$ cat config.mk
export PLATFORM = sky130hd
export DESIGN_NAME = grid_peak_detector
export DESIGN_NICKNAME = d
export VERILOG_FILES = /design/src/rtl/gpd_pkg.sv /design/src/rtl/gpd_line_store.sv /design/src/rtl/gpd_compare_unit.sv /design/src/rtl/gpd_sequencer.sv /design/src/rtl/grid_peak_detector.sv
export SDC_FILE = /design/constraint.sdc
export NUM_CORES = 1
export LEC_CHECK = 0
export ABC_CLOCK_PERIOD_IN_PS = 3350
export BUFFER_PORTS_ARGS = -buffer_cell sky130_fd_sc_hd__buf_2
export CORE_MARGIN = 2
export CORE_UTILIZATION = 45
export DETAILED_ROUTE_END_ITERATION = 8
export GPL_ROUTABILITY_DRIVEN = 0
export PLACE_DENSITY = 0.7
export SYNTH_ARGS = -nofsm -noshare
export SYNTH_HDL_FRONTEND = slang
export SYNTH_SLANG_ARGS = --single-unit
$ cat constraint.sdc
create_clock -name clk -period 3.35 [get_ports clk]
set_clock_uncertainty 0.05 [all_clocks]
set_input_delay 0.67 -clock clk [delete_from_list [all_inputs] [get_ports clk]]
set_output_delay 0.67 -clock clk [all_outputs]
set_load 0.005 [all_outputs]
$ cat src/rtl/gpd_pkg.sv
// ----------------------------------------------------------------------------
// Grid peak detector package
// Shared widths, sizes, register indexes and compare-unit control types.
// ----------------------------------------------------------------------------
`default_nettype none

package gpd_pkg;

    // Field widths of the ports.
    localparam int HEIGHT_W  = 16;
    localparam int SIZE_W    = 6;
    localparam int POS_W     = 5;
    localparam int CFG_IDX_W = 1;

    // Default grid limits.
    localparam int MAX_COLS_DEF = 32;
    localparam int MAX_ROWS_DEF = 32;

    // Reset value of both size registers.
    localparam logic [SIZE_W-1:0] SIZE_RESET = 6'd20;

    // Configuration register indexes.
    localparam logic [CFG_IDX_W-1:0] REG_GRID_ROWS = 1'b0;
    localparam logic [CFG_IDX_W-1:0] REG_GRID_COLS = 1'b1;

    // Operand fetch steps for one cell decision.
    localparam logic [2:0] STEP_CENTER = 3'd0;
    localparam logic [2:0] STEP_UP     = 3'd1;
    localparam logic [2:0] STEP_DOWN   = 3'd2;
    localparam logic [2:0] STEP_LEFT   = 3'd3;
    localparam logic [2:0] STEP_RIGHT  = 3'd4;

    typedef logic signed [HEIGHT_W-1:0] height_t;

    // Operand source of the shared comparator.
    typedef enum logic [1:0] {
        OPD_MEM,
        OPD_SAMPLE,
        OPD_ZERO
    } opd_sel_t;

    // Control of the shared comparator for one cycle.
    typedef struct packed {
        logic     load;
        logic     check;
        opd_sel_t sel;
    } cmp_ctrl_t;

endpackage

`default_nettype wire

$ cat src/rtl/gpd_line_store.sv
// ----------------------------------------------------------------------------
// Line store
// Two row banks of heights: one write port and one read port with
// registered read data.
// ----------------------------------------------------------------------------
`default_nettype none

module gpd_line_store #(
    parameter int ADDR_W = 6,
    parameter int DATA_W = 16
) (
    input  wire logic              clk,
    input  wire logic              we,
    input  wire logic [ADDR_W-1:0] waddr,
    input  wire logic [DATA_W-1:0] wdata,
    input  wire logic [ADDR_W-1:0] raddr,
    output logic      [DATA_W-1:0] rdata
);

    logic [DATA_W-1:0] mem [2**ADDR_W];

    // Write port.
    always_ff @(posedge clk)
    begin
        if (we)
        begin
            mem[waddr] <= wdata;
        end
    end

    // Registered read port.
    always_ff @(posedge clk)
    begin
        rdata <= mem[raddr];
    end

endmodule

`default_nettype wire

$ cat src/rtl/gpd_compare_unit.sv
// ----------------------------------------------------------------------------
// Shared compare unit
// Holds the center height of the cell under test and folds one signed
// compare per cycle into a running peak flag.
// ----------------------------------------------------------------------------
`default_nettype none

module gpd_compare_unit (
    input  wire logic               clk,
    input  wire logic               rst_n,
    input  wire gpd_pkg::cmp_ctrl_t ctrl,
    input  wire gpd_pkg::height_t   rdata,
    input  wire gpd_pkg::height_t   sample,
    output logic                    peak
);

    import gpd_pkg::*;

    height_t center_reg;
    height_t center_next;
    logic    peak_reg;
    logic    peak_next;
    height_t operand;

    // Operand selection.
    always_comb
    begin
        case (ctrl.sel)
            OPD_MEM:    operand = rdata;
            OPD_SAMPLE: operand = sample;
            default:    operand = '0;
        endcase
    end

    // Load the center or fold in one comparison.
    always_comb
    begin
        center_next = center_reg;
        peak_next   = peak_reg;
        if (ctrl.load)
        begin
            center_next = rdata;
            peak_next   = 1'b1;
        end
        else if (ctrl.check)
        begin
            peak_next = peak_reg & (center_reg >= operand);
        end
    end

    always_ff @(posedge clk or negedge rst_n)
    begin
        if (!rst_n)
        begin
            center_reg <= '0;
            peak_reg   <= 1'b0;
        end
        else
        begin
            center_reg <= center_next;
            peak_reg   <= peak_next;
        end
    end

    assign peak = peak_reg;

endmodule

`default_nettype wire

$ cat src/rtl/gpd_sequencer.sv
// ----------------------------------------------------------------------------
// Peak detector sequencer
// Steps through the operand fetches of each cell, writes the new sample,
// runs the end-of-grid flush and drives the result register.
// ----------------------------------------------------------------------------
`default_nettype none

module gpd_sequencer #(
    parameter int COL_W    = 5,
    parameter int RW       = 5
) (
    input  wire logic                          clk,
    input  wire logic                          rst_n,
    input  wire logic                          in_valid,
    output logic                               in_stall,
    input  wire gpd_pkg::height_t              height,
    input  wire logic [RW:0]                   rows_eff,
    input  wire logic [COL_W:0]                cols_eff,
    input  wire logic                          cmp_peak,
    output gpd_pkg::cmp_ctrl_t                 cmp_ctrl,
    output gpd_pkg::height_t                   sample,
    output logic                               mem_we,
    output logic [COL_W:0]                     mem_waddr,
    output logic [COL_W:0]                     mem_raddr,
    output logic                               out_valid,
    input  wire logic                          out_stall,
    output logic [gpd_pkg::POS_W-1:0]          out_row,
    output logic [gpd_pkg::POS_W-1:0]          out_col,
    output logic                               out_last
);

    import gpd_pkg::*;

    typedef enum logic [2:0] {
        S_IDLE,
        S_ISSUE,
        S_DRAIN,
        S_RESULT,
        S_WRITE,
        S_FINISH
    } state_t;

    state_t           state_reg, state_next;
    logic             decide_reg, decide_next;
    logic [2:0]       step_reg, step_next;
    logic [COL_W-1:0] x_reg, x_next;
    height_t          sample_reg, sample_next;
    logic [RW-1:0]    row_count_reg, row_count_next;
    logic [COL_W-1:0] col_count_reg, col_count_next;
    logic             bank_reg, bank_next;
    logic             end_row_reg, end_row_next;
    logic             end_grid_reg, end_grid_next;
    cmp_ctrl_t        ctrl_reg, ctrl_next;
    logic             pend_valid_reg, pend_valid_next;
    logic [RW-1:0]    pend_row_reg, pend_row_next;
    logic [COL_W-1:0] pend_col_reg, pend_col_next;
    logic             out_valid_reg, out_valid_next;
    logic [POS_W-1:0] out_row_reg, out_row_next;
    logic [POS_W-1:0] out_col_reg, out_col_next;
    logic             out_last_reg, out_last_next;

    logic             cb;
    logic             ob;
    logic [COL_W:0]   x_inc;
    logic             left_ok;
    logic             right_ok;
    logic             up_ok;
    logic             out_free;
    logic             adv;
    logic [RW-1:0]    found_row;
    logic [COL_W:0]   col_inc;
    logic [RW:0]      row_inc;

    // Neighbor availability and bank selection for the cell under test.
    always_comb
    begin
        cb        = decide_reg ? bank_reg : ~bank_reg;
        ob        = ~cb;
        x_inc     = {1'b0, x_reg} + (COL_W+1)'(1);
        left_ok   = (x_reg != '0);
        right_ok  = (x_inc < cols_eff);
        up_ok     = decide_reg ? ({1'b0, row_count_reg} >= (RW+1)'(2))
                               : (row_count_reg != '0);
        out_free  = !out_valid_reg || !out_stall;
        found_row = decide_reg ? (row_count_reg - RW'(1)) : row_count_reg;
        col_inc   = {1'b0, col_count_reg} + (COL_W+1)'(1);
        row_inc   = {1'b0, row_count_reg} + (RW+1)'(1);
    end

    // Next-state logic.
    always_comb
    begin
        state_next      = state_reg;
        decide_next     = decide_reg;
        step_next       = step_reg;
        x_next          = x_reg;
        sample_next     = sample_reg;
        row_count_next  = row_count_reg;
        col_count_next  = col_count_reg;
        bank_next       = bank_reg;
        end_row_next    = end_row_reg;
        end_grid_next   = end_grid_reg;
        ctrl_next       = '{load: 1'b0, check: 1'b0, sel: OPD_ZERO};
        pend_valid_next = pend_valid_reg;
        pend_row_next   = pend_row_reg;
        pend_col_next   = pend_col_reg;
        out_valid_next  = out_valid_reg;
        out_row_next    = out_row_reg;
        out_col_next    = out_col_reg;
        out_last_next   = out_last_reg;
        mem_raddr       = {cb, x_reg};
        mem_we          = 1'b0;
        adv             = 1'b1;

        // The receiver takes the held beat.
        if (out_valid_reg && !out_stall)
        begin
            out_valid_next = 1'b0;
        end

        case (state_reg)
            S_IDLE:
            begin
                if (in_valid)
                begin
                    sample_next   = height;
                    x_next        = col_count_reg;
                    decide_next   = 1'b1;
                    step_next     = STEP_CENTER;
                    end_row_next  = (col_inc >= cols_eff);
                    end_grid_next = (col_inc >= cols_eff) && (row_inc >= rows_eff);
                    state_next    = (row_count_reg != '0) ? S_ISSUE : S_WRITE;
                end
            end

            // One operand fetch per cycle into the shared comparator.
            S_ISSUE:
            begin
                step_next = step_reg + 3'd1;
                case (step_reg)
                    STEP_CENTER:
                    begin
                        ctrl_next = '{load: 1'b1, check: 1'b0, sel: OPD_MEM};
                        mem_raddr = {cb, x_reg};
                    end
                    STEP_UP:
                    begin
                        ctrl_next = '{load: 1'b0, check: 1'b1,
                                      sel: (up_ok ? OPD_MEM : OPD_ZERO)};
                        mem_raddr = {ob, x_reg};
                    end
                    STEP_DOWN:
                    begin
                        ctrl_next = '{load: 1'b0, check: 1'b1,
                                      sel: (decide_reg ? OPD_SAMPLE : OPD_ZERO)};
                    end
                    STEP_LEFT:
                    begin
                        ctrl_next = '{load: 1'b0, check: 1'b1,
                                      sel: (left_ok ? OPD_MEM : OPD_ZERO)};
                        mem_raddr = {cb, x_reg - COL_W'(1)};
                    end
                    STEP_RIGHT:
                    begin
                        ctrl_next  = '{load: 1'b0, check: 1'b1,
                                       sel: (right_ok ? OPD_MEM : OPD_ZERO)};
                        mem_raddr  = {cb, x_inc[COL_W-1:0]};
                        state_next = S_DRAIN;
                    end
                    default:
                    begin
                        state_next = S_DRAIN;
                    end
                endcase
            end

            S_DRAIN:
            begin
                state_next = S_RESULT;
            end

            // A new peak pushes the pending one out, which is then not last.
            S_RESULT:
            begin
                if (cmp_peak)
                begin
                    if (pend_valid_reg)
                    begin
                        if (out_free)
                        begin
                            out_valid_next = 1'b1;
                            out_row_next   = POS_W'(pend_row_reg);
                            out_col_next   = POS_W'(pend_col_reg);
                            out_last_next  = 1'b0;
                        end
                        else
                        begin
                            adv = 1'b0;
                        end
                    end
                    if (adv)
                    begin
                        pend_valid_next = 1'b1;
                        pend_row_next   = found_row;
                        pend_col_next   = x_reg;
                    end
                end
                if (adv)
                begin
                    if (decide_reg)
                    begin
                        state_next = S_WRITE;
                    end
                    else if (right_ok)
                    begin
                        x_next     = x_inc[COL_W-1:0];
                        step_next  = STEP_CENTER;
                        state_next = S_ISSUE;
                    end
                    else
                    begin
                        state_next = S_FINISH;
                    end
                end
            end

            // Store the sample; the last sample of the grid starts the flush.
            S_WRITE:
            begin
                mem_we = 1'b1;
                if (end_grid_reg)
                begin
                    decide_next = 1'b0;
                    x_next      = '0;
                    step_next   = STEP_CENTER;
                    state_next  = S_ISSUE;
                end
                else
                begin
                    state_next = S_FINISH;
                end
            end

            // Release the last pending peak and advance the raster position.
            S_FINISH:
            begin
                if (!pend_valid_reg || out_free)
                begin
                    if (pend_valid_reg)
                    begin
                        out_valid_next  = 1'b1;
                        out_row_next    = POS_W'(pend_row_reg);
                        out_col_next    = POS_W'(pend_col_reg);
                        out_last_next   = 1'b1;
                        pend_valid_next = 1'b0;
                    end
                    if (end_grid_reg)
                    begin
                        row_count_next = '0;
                        col_count_next = '0;
                        bank_next      = 1'b0;
                    end
                    else if (end_row_reg)
                    begin
                        col_count_next = '0;
                        row_count_next = row_inc[RW-1:0];
                        bank_next      = ~bank_reg;
                    end
                    else
                    begin
                        col_count_next = col_inc[COL_W-1:0];
                    end
                    state_next = S_IDLE;
                end
            end

            default:
            begin
                state_next = S_IDLE;
            end
        endcase
    end

    // State and registered outputs.
    always_ff @(posedge clk or negedge rst_n)
    begin
        if (!rst_n)
        begin
            state_reg      <= S_IDLE;
            decide_reg     <= 1'b1;
            step_reg       <= STEP_CENTER;
            x_reg          <= '0;
            sample_reg     <= '0;
            row_count_reg  <= '0;
            col_count_reg  <= '0;
            bank_reg       <= 1'b0;
            end_row_reg    <= 1'b0;
            end_grid_reg   <= 1'b0;
            ctrl_reg       <= '{load: 1'b0, check: 1'b0, sel: OPD_ZERO};
            pend_valid_reg <= 1'b0;
            pend_row_reg   <= '0;
            pend_col_reg   <= '0;
            out_valid_reg  <= 1'b0;
            out_row_reg    <= '0;
            out_col_reg    <= '0;
            out_last_reg   <= 1'b0;
        end
        else
        begin
            state_reg      <= state_next;
            decide_reg     <= decide_next;
            step_reg       <= step_next;
            x_reg          <= x_next;
            sample_reg     <= sample_next;
            row_count_reg  <= row_count_next;
            col_count_reg  <= col_count_next;
            bank_reg       <= bank_next;
            end_row_reg    <= end_row_next;
            end_grid_reg   <= end_grid_next;
            ctrl_reg       <= ctrl_next;
            pend_valid_reg <= pend_valid_next;
            pend_row_reg   <= pend_row_next;
            pend_col_reg   <= pend_col_next;
            out_valid_reg  <= out_valid_next;
            out_row_reg    <= out_row_next;
            out_col_reg    <= out_col_next;
            out_last_reg   <= out_last_next;
        end
    end

    assign in_stall  = (state_reg != S_IDLE);
    assign cmp_ctrl  = ctrl_reg;
    assign sample    = sample_reg;
    assign mem_waddr = {~bank_reg, col_count_reg};
    assign out_valid = out_valid_reg;
    assign out_row   = out_row_reg;
    assign out_col   = out_col_reg;
    assign out_last  = out_last_reg;

endmodule

`default_nettype wire

$ cat src/rtl/grid_peak_detector.sv
// ----------------------------------------------------------------------------
// Grid peak detector
// Four-neighbor local maximum detection on a raster-ordered height grid.
// ----------------------------------------------------------------------------
// Usage:
// Heights enter on the input channel (in_valid, in_stall, height), one beat
// per cell in raster order. A cell is reported on the output channel
// (out_valid, out_stall, peak_row, peak_col, run_last) when it is not lower
// than any of its four neighbors; neighbors outside the grid read as zero.
// A cell is decided when the sample below it arrives, and the last sample of
// the grid also flushes the whole last row. run_last marks the final beat of
// the results caused by one input beat.
// All operands of a cell go through one read port and one signed
// comparator, five operands per cell. A sample in the first row is only
// stored; any other sample first decides the cell above it, and the last
// sample of the grid then decides every cell of the last row for the flush.
// in_stall is high while an item is being worked on. A stalled receiver
// holds the result register; the block waits only when it must load another
// beat. Reset clears the position to the top-left cell and both sizes to 20.
// Size registers are written through cfg_write, cfg_index and cfg_data, by
// the user only while the block is idle; the block does not enforce this.
// ----------------------------------------------------------------------------
`default_nettype none

module grid_peak_detector #(
    parameter int MAX_COLS = gpd_pkg::MAX_COLS_DEF,
    parameter int MAX_ROWS = gpd_pkg::MAX_ROWS_DEF
) (
    input  wire logic                            clk,
    input  wire logic                            rst_n,
    input  wire logic                            cfg_write,
    input  wire logic [gpd_pkg::CFG_IDX_W-1:0]   cfg_index,
    input  wire logic [gpd_pkg::SIZE_W-1:0]      cfg_data,
    input  wire logic                            in_valid,
    output logic                                 in_stall,
    input  wire logic signed [gpd_pkg::HEIGHT_W-1:0] height,
    output logic                                 out_valid,
    input  wire logic                            out_stall,
    output logic [gpd_pkg::POS_W-1:0]            peak_row,
    output logic [gpd_pkg::POS_W-1:0]            peak_col,
    output logic                                 run_last
);

    import gpd_pkg::*;

    localparam int COL_W = (MAX_COLS > 1) ? $clog2(MAX_COLS) : 1;
    localparam int RW    = (MAX_ROWS > 1) ? $clog2(MAX_ROWS) : 1;

    logic [SIZE_W-1:0] grid_rows_reg;
    logic [SIZE_W-1:0] grid_rows_next;
    logic [SIZE_W-1:0] grid_cols_reg;
    logic [SIZE_W-1:0] grid_cols_next;
    logic [RW:0]       rows_eff;
    logic [COL_W:0]    cols_eff;

    cmp_ctrl_t         cmp_ctrl;
    height_t           sample;
    height_t           rdata;
    logic              cmp_peak;
    logic              mem_we;
    logic [COL_W:0]    mem_waddr;
    logic [COL_W:0]    mem_raddr;

    // Configuration registers.
    always_comb
    begin
        grid_rows_next = grid_rows_reg;
        grid_cols_next = grid_cols_reg;
        if (cfg_write)
        begin
            case (cfg_index)
                REG_GRID_ROWS: grid_rows_next = cfg_data;
                REG_GRID_COLS: grid_cols_next = cfg_data;
                default:
                begin
                    grid_rows_next = grid_rows_reg;
                end
            endcase
        end
    end

    always_ff @(posedge clk or negedge rst_n)
    begin
        if (!rst_n)
        begin
            grid_rows_reg <= SIZE_RESET;
            grid_cols_reg <= SIZE_RESET;
        end
        else
        begin
            grid_rows_reg <= grid_rows_next;
            grid_cols_reg <= grid_cols_next;
        end
    end

    // Zero acts as one; oversize values saturate at the limit.
    always_comb
    begin
        if (grid_rows_reg == '0)
        begin
            rows_eff = (RW+1)'(1);
        end
        else if (int'(grid_rows_reg) > MAX_ROWS)
        begin
            rows_eff = (RW+1)'(MAX_ROWS);
        end
        else
        begin
            rows_eff = (RW+1)'(grid_rows_reg);
        end

        if (grid_cols_reg == '0)
        begin
            cols_eff = (COL_W+1)'(1);
        end
        else if (int'(grid_cols_reg) > MAX_COLS)
        begin
            cols_eff = (COL_W+1)'(MAX_COLS);
        end
        else
        begin
            cols_eff = (COL_W+1)'(grid_cols_reg);
        end
    end

    // Two row banks.
    gpd_line_store #(
        .ADDR_W (COL_W + 1),
        .DATA_W (HEIGHT_W)
    ) u_line_store (
        .clk   (clk),
        .we    (mem_we),
        .waddr (mem_waddr),
        .wdata (sample),
        .raddr (mem_raddr),
        .rdata (rdata)
    );

    // Shared signed comparator.
    gpd_compare_unit u_compare_unit (
        .clk    (clk),
        .rst_n  (rst_n),
        .ctrl   (cmp_ctrl),
        .rdata  (rdata),
        .sample (sample),
        .peak   (cmp_peak)
    );

    // Control sequencer and result register.
    gpd_sequencer #(
        .COL_W    (COL_W),
        .RW       (RW)
    ) u_sequencer (
        .clk       (clk),
        .rst_n     (rst_n),
        .in_valid  (in_valid),
        .in_stall  (in_stall),
        .height    (height),
        .rows_eff  (rows_eff),
        .cols_eff  (cols_eff),
        .cmp_peak  (cmp_peak),
        .cmp_ctrl  (cmp_ctrl),
        .sample    (sample),
        .mem_we    (mem_we),
        .mem_waddr (mem_waddr),
        .mem_raddr (mem_raddr),
        .out_valid (out_valid),
        .out_stall (out_stall),
        .out_row   (peak_row),
        .out_col   (peak_col),
        .out_last  (run_last)
    );

    // An accepted beat always leaves the block busy on the next cycle.
    assert property (@(posedge clk) disable iff (!rst_n)
        (in_valid && !in_stall) |=> in_stall)
        else $error("block ready right after accepting a beat");

    // The line store is only written while an item is in progress.
    assert property (@(posedge clk) disable iff (!rst_n)
        mem_we |-> in_stall)
        else $error("line store written while idle");

    // A new result beat is only loaded while an item is in progress.
    assert property (@(posedge clk) disable iff (!rst_n)
        $rose(out_valid) |-> $past(in_stall))
        else $error("result loaded while idle");

endmodule

`default_nettype wire

# Word level (Yosys, flattened, before mapping)
# Memory sizes are Yosys's and may differ from the RTL's. A register that Yosys moved wholly into a read port is not among the register bits.
# Index checks and enable logic that the tools add are counted.
dict set report totals {
  ff_bits 97
  mem_bits_rw 1024
  out_inout_bits 13
  word_cells 184
  mem_count 1
}
dict set report classes {
  n_addsub 6
  order_cmp 7
  eq_ne 22
  mux 86
  n_bitwise 4
  n_reduce_logical 34
}
# memory depth word_bits read_ports rd_ports_with_merged_regs write_ports line_no
set memory_table {}
lappend memory_table {u_line_store.mem 64 16 1 1 1 gpd_line_store.sv:20} ;# logic [DATA_W-1:0] mem [2**ADDR_W];
# operator count
set op_table {}
lappend op_table {{5-bit 2-to-1 mux} 20}
lappend op_table {{3-bit 2-to-1 mux} 13}
lappend op_table {{16-bit one-hot mux with 2 select lines} 1}
lappend op_table {{1-bit 2-to-1 mux} 31}
lappend op_table {{6-bit 2-to-1 mux} 5}
lappend op_table {{4-bit one-hot mux with 5 select lines} 1}
lappend op_table {{5-bit one-hot mux with 2 select lines} 2}
lappend op_table {{5-bit by 1-bit adder with 6-bit output (second input constant)} 3}
lappend op_table {{3-bit one-hot mux with 6 select lines} 1}
lappend op_table {{6-bit one-hot mux with 3 select lines} 1}
lappend op_table {{6-bit AND reduction} 3}
lappend op_table {{16-bit greater-or-equal comparator} 1}
lappend op_table {{2-bit by 1-bit inequality test with 1-bit output (second input constant)} 8}
lappend op_table {{5-bit one-hot mux with 3 select lines} 1}
lappend op_table {{3-bit by 2-bit == test with 1-bit output (second input constant)} 4}
lappend op_table {{6-bit greater-or-equal comparator} 2}
lappend op_table {{6-bit > comparator (second input constant)} 2}
lappend op_table {{6-bit logical NOT} 2}
lappend op_table {{3-bit one-hot mux with 4 select lines} 1}
lappend op_table {{5-bit nonzero test} 2}
lappend op_table {{5-bit by 1-bit subtractor with 5-bit output (second input constant)} 2}
lappend op_table {{3-bit == test (second input constant)} 3}
lappend op_table {{3-bit AND reduction} 3}
lappend op_table {{2-bit 2-to-1 mux} 4}
lappend op_table {{21 further kinds} 43}

# Longest topological paths before layout
# Gate-level depths: netlist (run 1).
dict set report depth {
  word_depth 10
  depth_mapped 16
  mapped_depth_nobuf 12
}

# Cells and area by module
# A second synthesis (run 1) with hierarchy kept.
dict set report unflattened {
  hier_cells 2395
  area_unflattened_um2 45866.5
}
# module instances cells_per_inst area_each_um2
set by_module_without_submodules {}
lappend by_module_without_submodules {gpd_line_store 1 1828 40019.6}
lappend by_module_without_submodules {gpd_sequencer 1 408 4033.9}
lappend by_module_without_submodules {gpd_compare_unit 1 116 1267.5}
lappend by_module_without_submodules {grid_peak_detector 1 43 545.5}

# Worst setup path after synthesis (run 1)
# No wires, ideal clock.
dict set report synth_path {
  kind {reg-to-reg}
  startpoint {register u_sequencer.state_reg[2]}
  endpoint {memory u_line_store.mem[32][0] (enable)}
  t_arrival_ps 2961
  path_slack_ps -91
  path_stages_with_launch 6
  n_path_buf 2
  synth_period_minus_slack_ps 3441
  cell_sequence {dfrtp_1 -> clkbuf_1 -> and2_1 -> clkbuf_1 -> nand3b_1 -> nor4_1}
}
dict set report synth_via {
  elab_chain_cells 4
}
# item line_no
set synth_lines {}
lappend synth_lines {{start, declared} gpd_sequencer.sv:43} ;# state_t state_reg, state_next;
lappend synth_lines {{start signal, assigned} gpd_sequencer.sv:310} ;# state_reg <= state_next;
lappend synth_lines {{3-bit == test} gpd_sequencer.sv:121} ;# case (state_reg)
lappend synth_lines {{1-bit 2-to-1 mux} gpd_sequencer.sv:121}
lappend synth_lines {{1-bit 2-to-1 mux} gpd_line_store.sv:25} ;# if (we)
lappend synth_lines {{1-bit 2-to-1 mux (implied by the code)} gpd_line_store.sv:27} ;# mem[waddr] <= wdata;
lappend synth_lines {{end, declared} gpd_line_store.sv:20}
# Every way passes these cells.

# Worst setup path after layout (run 1)
dict set report layout_path {
  startpoint {register u_sequencer.step_reg[1]}
  endpoint {register u_line_store.rdata[11], read port of u_line_store.mem}
}
dict set report layout_via {
  elab_chain_cells 3
}
# item line_no
set layout_lines {}
lappend layout_lines {{start, declared} gpd_sequencer.sv:45} ;# logic [2:0] step_reg, step_next;
lappend layout_lines {{start signal, assigned} gpd_sequencer.sv:312} ;# step_reg <= step_next;
lappend layout_lines {{3-bit == test (tied with other cells)} gpd_sequencer.sv:140} ;# case (step_reg)
lappend layout_lines {{6-bit one-hot mux with 3 select lines *} gpd_sequencer.sv:140}
lappend layout_lines {{6-bit 2-to-1 mux *} gpd_sequencer.sv:121}
lappend layout_lines {{end, declared} gpd_line_store.sv:17} ;# output logic [DATA_W-1:0] rdata
# Every way passes the cells marked *; elsewhere a longest branch is shown, timed or not.
# A chain may end at the register's enable or synchronous reset.

==> flow_summary_export.csv, run 1 <==
group,metric,value,unit
synth,synth_area,46300,um2
timing,min_period_over_period,104,%
clock_network,clkSinkCount,1137,
min_path,hold_start,"height[12]",
layout,drive_gt1_share,28.7,%
routing,antenna_left,0,
clock_network,clock-root-buffer,"clkbuf_16",
pwr,p_sw_share,33.2,%
timing,final.setup.worst_slack,-0.135,ns
clock_network,cts_tree,"done",
pwr,combPwrFrac,34.5,%
setup_path,setup.worst_path.class,"reg -> reg",
timing,clock.fmax,287,MHz
global_routing,grt_pass1_vias,27500,
synth,synthArstFlopShare,8.53,%
setup_path,critPathLaunchType,"register",
layout,top_register,"u_line_store.mem",
layout,synthToLayoutAreaGrowth,19.8,%
synth,synthCells,2914,
layout,final_nets,3323,
routing,detail_route.wl_per_cell,26.2,um
timing,slew_viol_final,0,
clock_network,h-tree-depth,3,
routing,wirelength,124,mm
timing,tns,-1.28,ns
floorplan,fp.dieH,325,um
floorplan,pin_count,41,
synth,ys_seq_elements,1137,
floorplan,die_x,325,um
routing,viasPerCell,5.93,
clock_network,cts_made_buffers,110,
setup_path,crit_required,3.88,ns
pwr,p_clk_share,26.6,%
status,violations,"setup timing",
timing,rsz0062_at_grt,"yes",
synth,syn_nets,2987,
pwr,switchingPower,15.9,mW
timing,worstMarginPinSlew,0.919,ns
pwr,p_seq_share,38.9,%
setup_path,crit_fanout,5,
pwr,power.internal,32.1,mW
job,cap_violations,0,
setup_path,ff2ff_path_depth,14,
synth,synth-edff-count,1024,
setup_path,cp_data_arrival_time,4.01,ns
timing,finalHoldViolations,0,
place,portBuffers,40,
routing,firstDrtPassIters,6,
layout,register_area,33500,um2
timing,max-slew-margin-rel,38.7,%
layout,n_antenna_cell,0,
setup_path,r2r-start,"u_sequencer.step_reg[1]$_DFFE_PN0P_",
floorplan,initial_core_util,45.4,%
global_routing,grt_use_total,23.3,%
setup_path,rrSetupSlack,-0.14,ns
clock_network,clockBufferDepth,3,
pwr,ir_drop,576,uV
setup_path,crit_start,"u_sequencer.step_reg[1]$_DFFE_PN0P_",
synth,ys_types,76,
routing,drc_errors,0,
clock_network,cts.clk_slew.worst_paths,0.07,ns
synth,ys_warn_count,0,
timing,period_needed,3.49,ns
timing,setup_violations,16,
synth,synth_flop_cell,"edfxtp_1",
floorplan,die_area,105000,um2
clock_network,clkLatencyLatePin,0.69,ns
pwr,power_density,865,nW/um2
routing,drtIter0Drc,3342,
floorplan,row_count,117,
timing,hold_slack,0.121,ns
floorplan,design.core.area,102000,um2
synth,synth_seq_area_share,72.4,%
min_path,holdPathStages,3,
global_routing,grt_pass1_wl,184,mm
routing,vias,27900,
layout,final_cell_mix,"1024 x edfxtp_1, 405 x nand2_1, 288 x buf_4",
synth,synth.avg_cell_area,15.9,um2
layout,largest_reg_flops,1024,
global_routing,grt_remaining_overflow,0,
status,status,"complete, but fails checks",
setup_path,endpoint_kind,"register",
layout,final_common_cell,"edfxtp_1",
pwr,p_leak,19.0,nW
layout,multiInputGateArea,12700,um2
layout,n_fill_cell,7899,
min_path,hp-class,"in -> reg",
global_routing,antenna_found_initial,0,
place,dpl.hpwl,76.5,mm
global_routing,grt_max_degree,77,
[final cells by class]
class | count | area share [%]
Sequential cell | 1137 | 60.4
Multi-Input combinational cell | 1582 | 22.8
Timing Repair Buffer | 406 | 6.89
Clock buffer | 133 | 5.30
Tap cell | 1368 | 3.08
Clock inverter | 69 | 1.40
Inverter | 13 | 0.0879
[path summary, 6_finish.rpt]
path	endpoint
max	u_line_store.rdata[11]$_DFF_P_
min	u_sequencer.sample[12]$_DFFE_PN0P_
max reg2reg	u_line_store.rdata[11]$_DFF_P_
min reg2reg	u_sequencer.out_last$_DFFE_PN0P_
max in group asynchronous	grid_cols_reg[2]$_DFFE_PN1P_
min in group asynchronous	u_sequencer.out_row[0]$_DFFE_PN0P_
[timing repair]
item	CTS	global route
pin swaps	69	22
hold buffers	1	0
hold endpoints to repair	21	0
setup buffers	20	8
cloned	6	1
setup endpoints to repair	16	16
resized for setup	173	41
[per-layer routing]
metal	GRT usage [%]	part of all wire (%)
met5	0	0
met4	8.19	3.6
met2	36.2	47
met1	32.9	40
met3	4.51	9.6
[logic make-up (layout without fill, tap and decap cells)]
group	count (synthesis)	count (layout)	synth area share, %
DFF	1137	1137	72.4
and+or+nand+nor	807	807	7.88
AOI/OAI and AO/OA	450	450	6.87
muxes	265	265	9.36
buffers and inverters	195	621	2.03
adders and majority gates	45	45	1.22
xor gates and xnor gates	15	15	0.284
[Yosys cell counts, drive strengths merged, types with 6 or more instances]
master,count,area (um2)
dfrtp,91,2280
mux2i,63,631
nor3,27,135
edfxtp,1024,30700
nand3b,9,67.6
a31o,17,149
a221oi,17,149
inv,13,48.8
a211oi,34,255
o21a,20,150
mux4,127,2860
or4,16,120
clkbuf,110,413
nand3,110,556
o21ai,55,279
nand2,410,1540
or2,17,106
a22oi,6,45.0
xnor2,9,78.8
buf,72,479
mux2,75,845
a21oi,104,521
nand4,9,56.3
o311ai,16,140
o22a,16,140
o211ai,50,375
dfstp,6,158
nor2,111,417
and3,38,238
xor2,6,52.6
nor2b,13,81.3
nand2b,14,87.6
nor4,7,43.8
a2111oi,34,298
a31oi,18,113
and2,8,50.1
dfxtp,16,320
a211o,30,263
ha,45,563
[critical path: stages, from the launching register on]
cell and delay (ns):
dfrtp_1 0.43, inv_2 0.09, ha_4 0.18, nor2b_4 0.13
buf_6 0.12, o41ai_4 0.38, o21a_4 0.28, buf_12 0.18
buf_12 0.16, buf_12 0.13, mux4_2 0.50, o22a_1 0.30
o211ai_1 0.13, buf_4 0.20, o211ai_1 0.09
[power groups by stage]
stage,clock (mW),combinational (mW),sequential (mW)
after floorplan,0,7.65,19.3
after global placement,0,14.6,18.9
after detailed placement,0,14.8,18.9
after CTS,12.8,16.2,18.6
after global routing,13.4,17.6,18.7
final,12.8,16.6,18.7
[stage by stage]
step | total power, mW | setup WS (ns) | util, % | area [um2] | instances
finish | 48.0 | -0.135 | 54.5 | 55500 | 4708
floorplan | 27.0 | 0.0720 | - | 46300 | 2914
global placement | 33.5 | -0.374 | 49.6 | 50500 | 4473
detailed placement | 33.7 | -0.398 | 49.6 | 50500 | 4473
CTS | 47.6 | -0.0623 | 54.2 | 55200 | 4701
global route | 49.7 | -0.206 | 54.5 | 55500 | 4708
Note: power is estimated with default switching activity, not from simulation.
==> run 2: changes to the inputs <==
- CORE_ASPECT_RATIO: default -> 0.9
- PLACE_DENSITY: 0.7 -> default
- SYNTH_HIERARCHICAL: default -> 1
==> flow_summary_export.csv, run 2 <==
group,metric,value,unit
status,status,"complete, but fails checks",
status,violations,"setup timing",
setup_path,endpoint_kind,"register",
synth,synth_flop_cell,"edfxtp_1",
timing,rsz0062_at_grt,"yes",
timing,period_needed,3.57,ns
layout,synthToLayoutAreaGrowth,19.2,%
routing,antenna_left,0,
timing,clock.fmax,280,MHz
routing,wirelength,119,mm
floorplan,fp.dieH,307,um
routing,drc_errors,0,
timing,worstMarginPinSlew,0.931,ns
synth,synth_area,45900,um2
routing,firstDrtPassIters,7,
pwr,p_clk_share,25.4,%
floorplan,pin_count,41,
clock_network,clkSinkCount,1137,
pwr,p_sw_share,32.8,%
place,portBuffers,40,
setup_path,slowest_delay,0.51,ns
floorplan,die_x,341,um
floorplan,row_count,111,
clock_network,h-tree-depth,3,
setup_path,setup.worst_path.class,"reg -> reg",
synth,synth_top_area_share,67.0,%
synth,synthCells,2395,
global_routing,antenna_found_initial,4,
layout,instances_no_fill,4190,
synth,synth_top_area_cell,"edfxtp_1",
synth,synth.avg_cell_area,19.2,um2
synth,yosys.cell_count.top_type,"edfxtp_1",
clock_network,cts_tree,"done",
global_routing,grt_remaining_overflow,0,
pwr,power_density,904,nW/um2
layout,top_register,"u_line_store/mem",
synth,syn_nets,2468,
setup_path,cpMaxStageDelayCell,"mux4_2",
layout,largest_reg_flops,1024,
timing,finalHoldViolations,0,
job,cap_violations,0,
clock_network,clkLatencyLatePin,0.70,ns
place,dpl.hpwl,73.7,mm
min_path,hp-class,"in -> reg",
layout,fin_util,53.9,%
place,placed_cells,3939,
place,dpl_cell_area,49600,um2
synth,synth_seq_area_share,73.0,%
global_routing,grt_use_total,22.7,%
clock_network,clock-root-buffer,"clkbuf_16",
timing,slew_viol_final,0,
layout,design_area,54700,um2
routing,detail_route.wl_per_cell,28.4,um
synth,ys_warn_count,6,
layout,final_common_cell,"edfxtp_1",
setup_path,crit_chain,"buf_6 > ha_4 > nor3b_4 > o21ai_1 > buf_4 > nand2_4 > o31ai_4 > buf_8 > buf_12 > buf_4 > buf_12 > mux4_2 > mux2_4 > nand2_1 > nand4_1 > and4_1",
routing,viasPerCell,5.86,
pwr,switchingPower,16.2,mW
clock_network,clockBufferDepth,3,
timing,tns,-1.77,ns
routing,drtIter0Drc,2481,
pwr,p_seq_share,37.8,%
pwr,ir_drop,672,uV
setup_path,critPathLaunchType,"register",
global_routing,grt_pass1_wl,172,mm
synth,synthArstFlopShare,8.53,%
pwr,p_leak,18.1,nW
timing,final.setup.worst_slack,-0.225,ns
synth,synth-edff-count,1024,
layout,multiInputGateArea,12100,um2
setup_path,cp_data_arrival_time,4.12,ns
timing,min_period_over_period,107,%
synth,ys_seq_elements,1137,
layout,drive_gt1_share,34.8,%
layout,final_nets,2812,
synth,synth_common_cells,"1024 x edfxtp_1, 216 x mux4_2, 106 x mux2i_1, 106 x nor2_1, 91 x dfrtp_1",
clock_network,cts.clk_slew.worst_paths,0.06,ns
synth,ys_top_cells_by_area,"edfxtp_1 67%, mux4_2 11%, dfrtp_1 5.0%",
pwr,combPwrFrac,36.7,%
routing,vias,24600,
floorplan,design.core.area,101000,um2
floorplan,die_area,104000,um2
layout,final_cell_mix,"1024 x edfxtp_1, 241 x buf_4, 217 x mux4_2",
setup_path,crit_fanout,8,
layout,n_fill_cell,7815,
pwr,power.internal,33.2,mW
global_routing,grt_pass1_vias,24700,
layout,register_area,33500,um2
floorplan,initial_core_util,45.2,%
clock_network,cts_made_buffers,114,
global_routing,grt_max_degree,66,
synth,ys_types,89,
timing,setup_violations,16,
timing,max-slew-margin-rel,37.9,%
setup_path,crit_required,3.89,ns
place,post-place-ws,-0.879,ns
run 2: final cells by class:
class | count | area share [%]
tap | 1356 | 3.10
inverter | 29 | 0.199
multi-input combinational | 1094 | 22.2
clock buffer | 146 | 5.74
clock inverter | 64 | 1.05
timing repair buffer | 363 | 6.39
antenna | 1 | 0.00458
sequential | 1137 | 61.3
run 2: worst paths after layout:
kind                                                startpoint                                  to  slack [ns]  depth (start not counted)
max in group asynchronous                                rst_n        grid_rows_reg[4]$_DFFE_PN1P_        1.97                          3
max reg2reg                u_sequencer/step_reg[0]$_DFFE_PN0P_       u_line_store/rdata[2]$_DFF_P_       -0.22                         16
max                        u_sequencer/step_reg[0]$_DFFE_PN0P_       u_line_store/rdata[2]$_DFF_P_       -0.22                         16
min reg2reg                       grid_rows_reg[3]$_DFFE_PN0P_        grid_rows_reg[3]$_DFFE_PN0P_        0.45                          1
min                                                 height[15]  u_sequencer/sample[15]$_DFFE_PN0P_        0.17                          2
min in group asynchronous                                rst_n    u_sequencer/x_reg[1]$_DFFE_PN0P_        0.51                          2
run 2: timing repair:
item                       in CTS  in global routing
hold buffers                    1                  0
pin swaps                      36                 35
gates cloned                    7                  1
gates resized for setup       121                 81
setup endpoints to repair      16                 16
setup buffers                  17                 18
hold endpoints to repair       42                  0
run 2: power by group through the flow:
stage | logic [mW] | registers, mW | clock network [mW]
floorplan | 8.60 | 19.5 | 0
global placement | 15.7 | 19.0 | 0
detailed placement | 16.0 | 19.0 | 0
CTS | 17.5 | 18.7 | 12.8
global route | 19.3 | 18.8 | 13.4
finish | 18.2 | 18.7 | 12.6
run 2: per-stage QoR:
step	power (mW)	hold slack, ns
6_report	49.4	0.169
5_1_grt	51.4	0.141
4_1_cts	49.0	0.129
3_5_place_dp	35.0	0.440
2_1_floorplan	28.1	0.324
3_3_place_gp	34.7	0.425
run 2: cells by family (layout without fill, tap and decap cells):
group | after synthesis | after routing | share of synthesized area [%]
adder cells (fa/ha/maj) | 45 | 45 | 1.23
XOR/XNOR | 14 | 14 | 0.267
other | 0 | 1 | 0
multiplexers | 420 | 420 | 15.6
AND/OR/NAND/NOR | 374 | 374 | 4.06
flip-flops | 1137 | 1137 | 73.0
buffers and inverters | 164 | 602 | 2.08
AO/OA/AOI/OAI | 241 | 241 | 3.71
run 2: worst max-delay path: cells and delay by family, from the launching register on:
family	cells	cell delay, ns
buffers and inverters	6	0.98
adder cells (fa/ha/maj)	1	0.17
flip-flops	1	0.41
multiplexers	2	0.80
AND/OR/NAND/NOR	5	0.81
AO/OA/AOI/OAI	2	0.25
run 2: metal layers:
layer  vias to the layer above  global-route usage, %  wire (um)
met5                         -                      0          0
met4                         0                   6.73       3290
met3                       173                   3.71       8950
met2                       978                   36.6      57600
met1                     13000                   32.2      49100
li1                      10400                      -          -
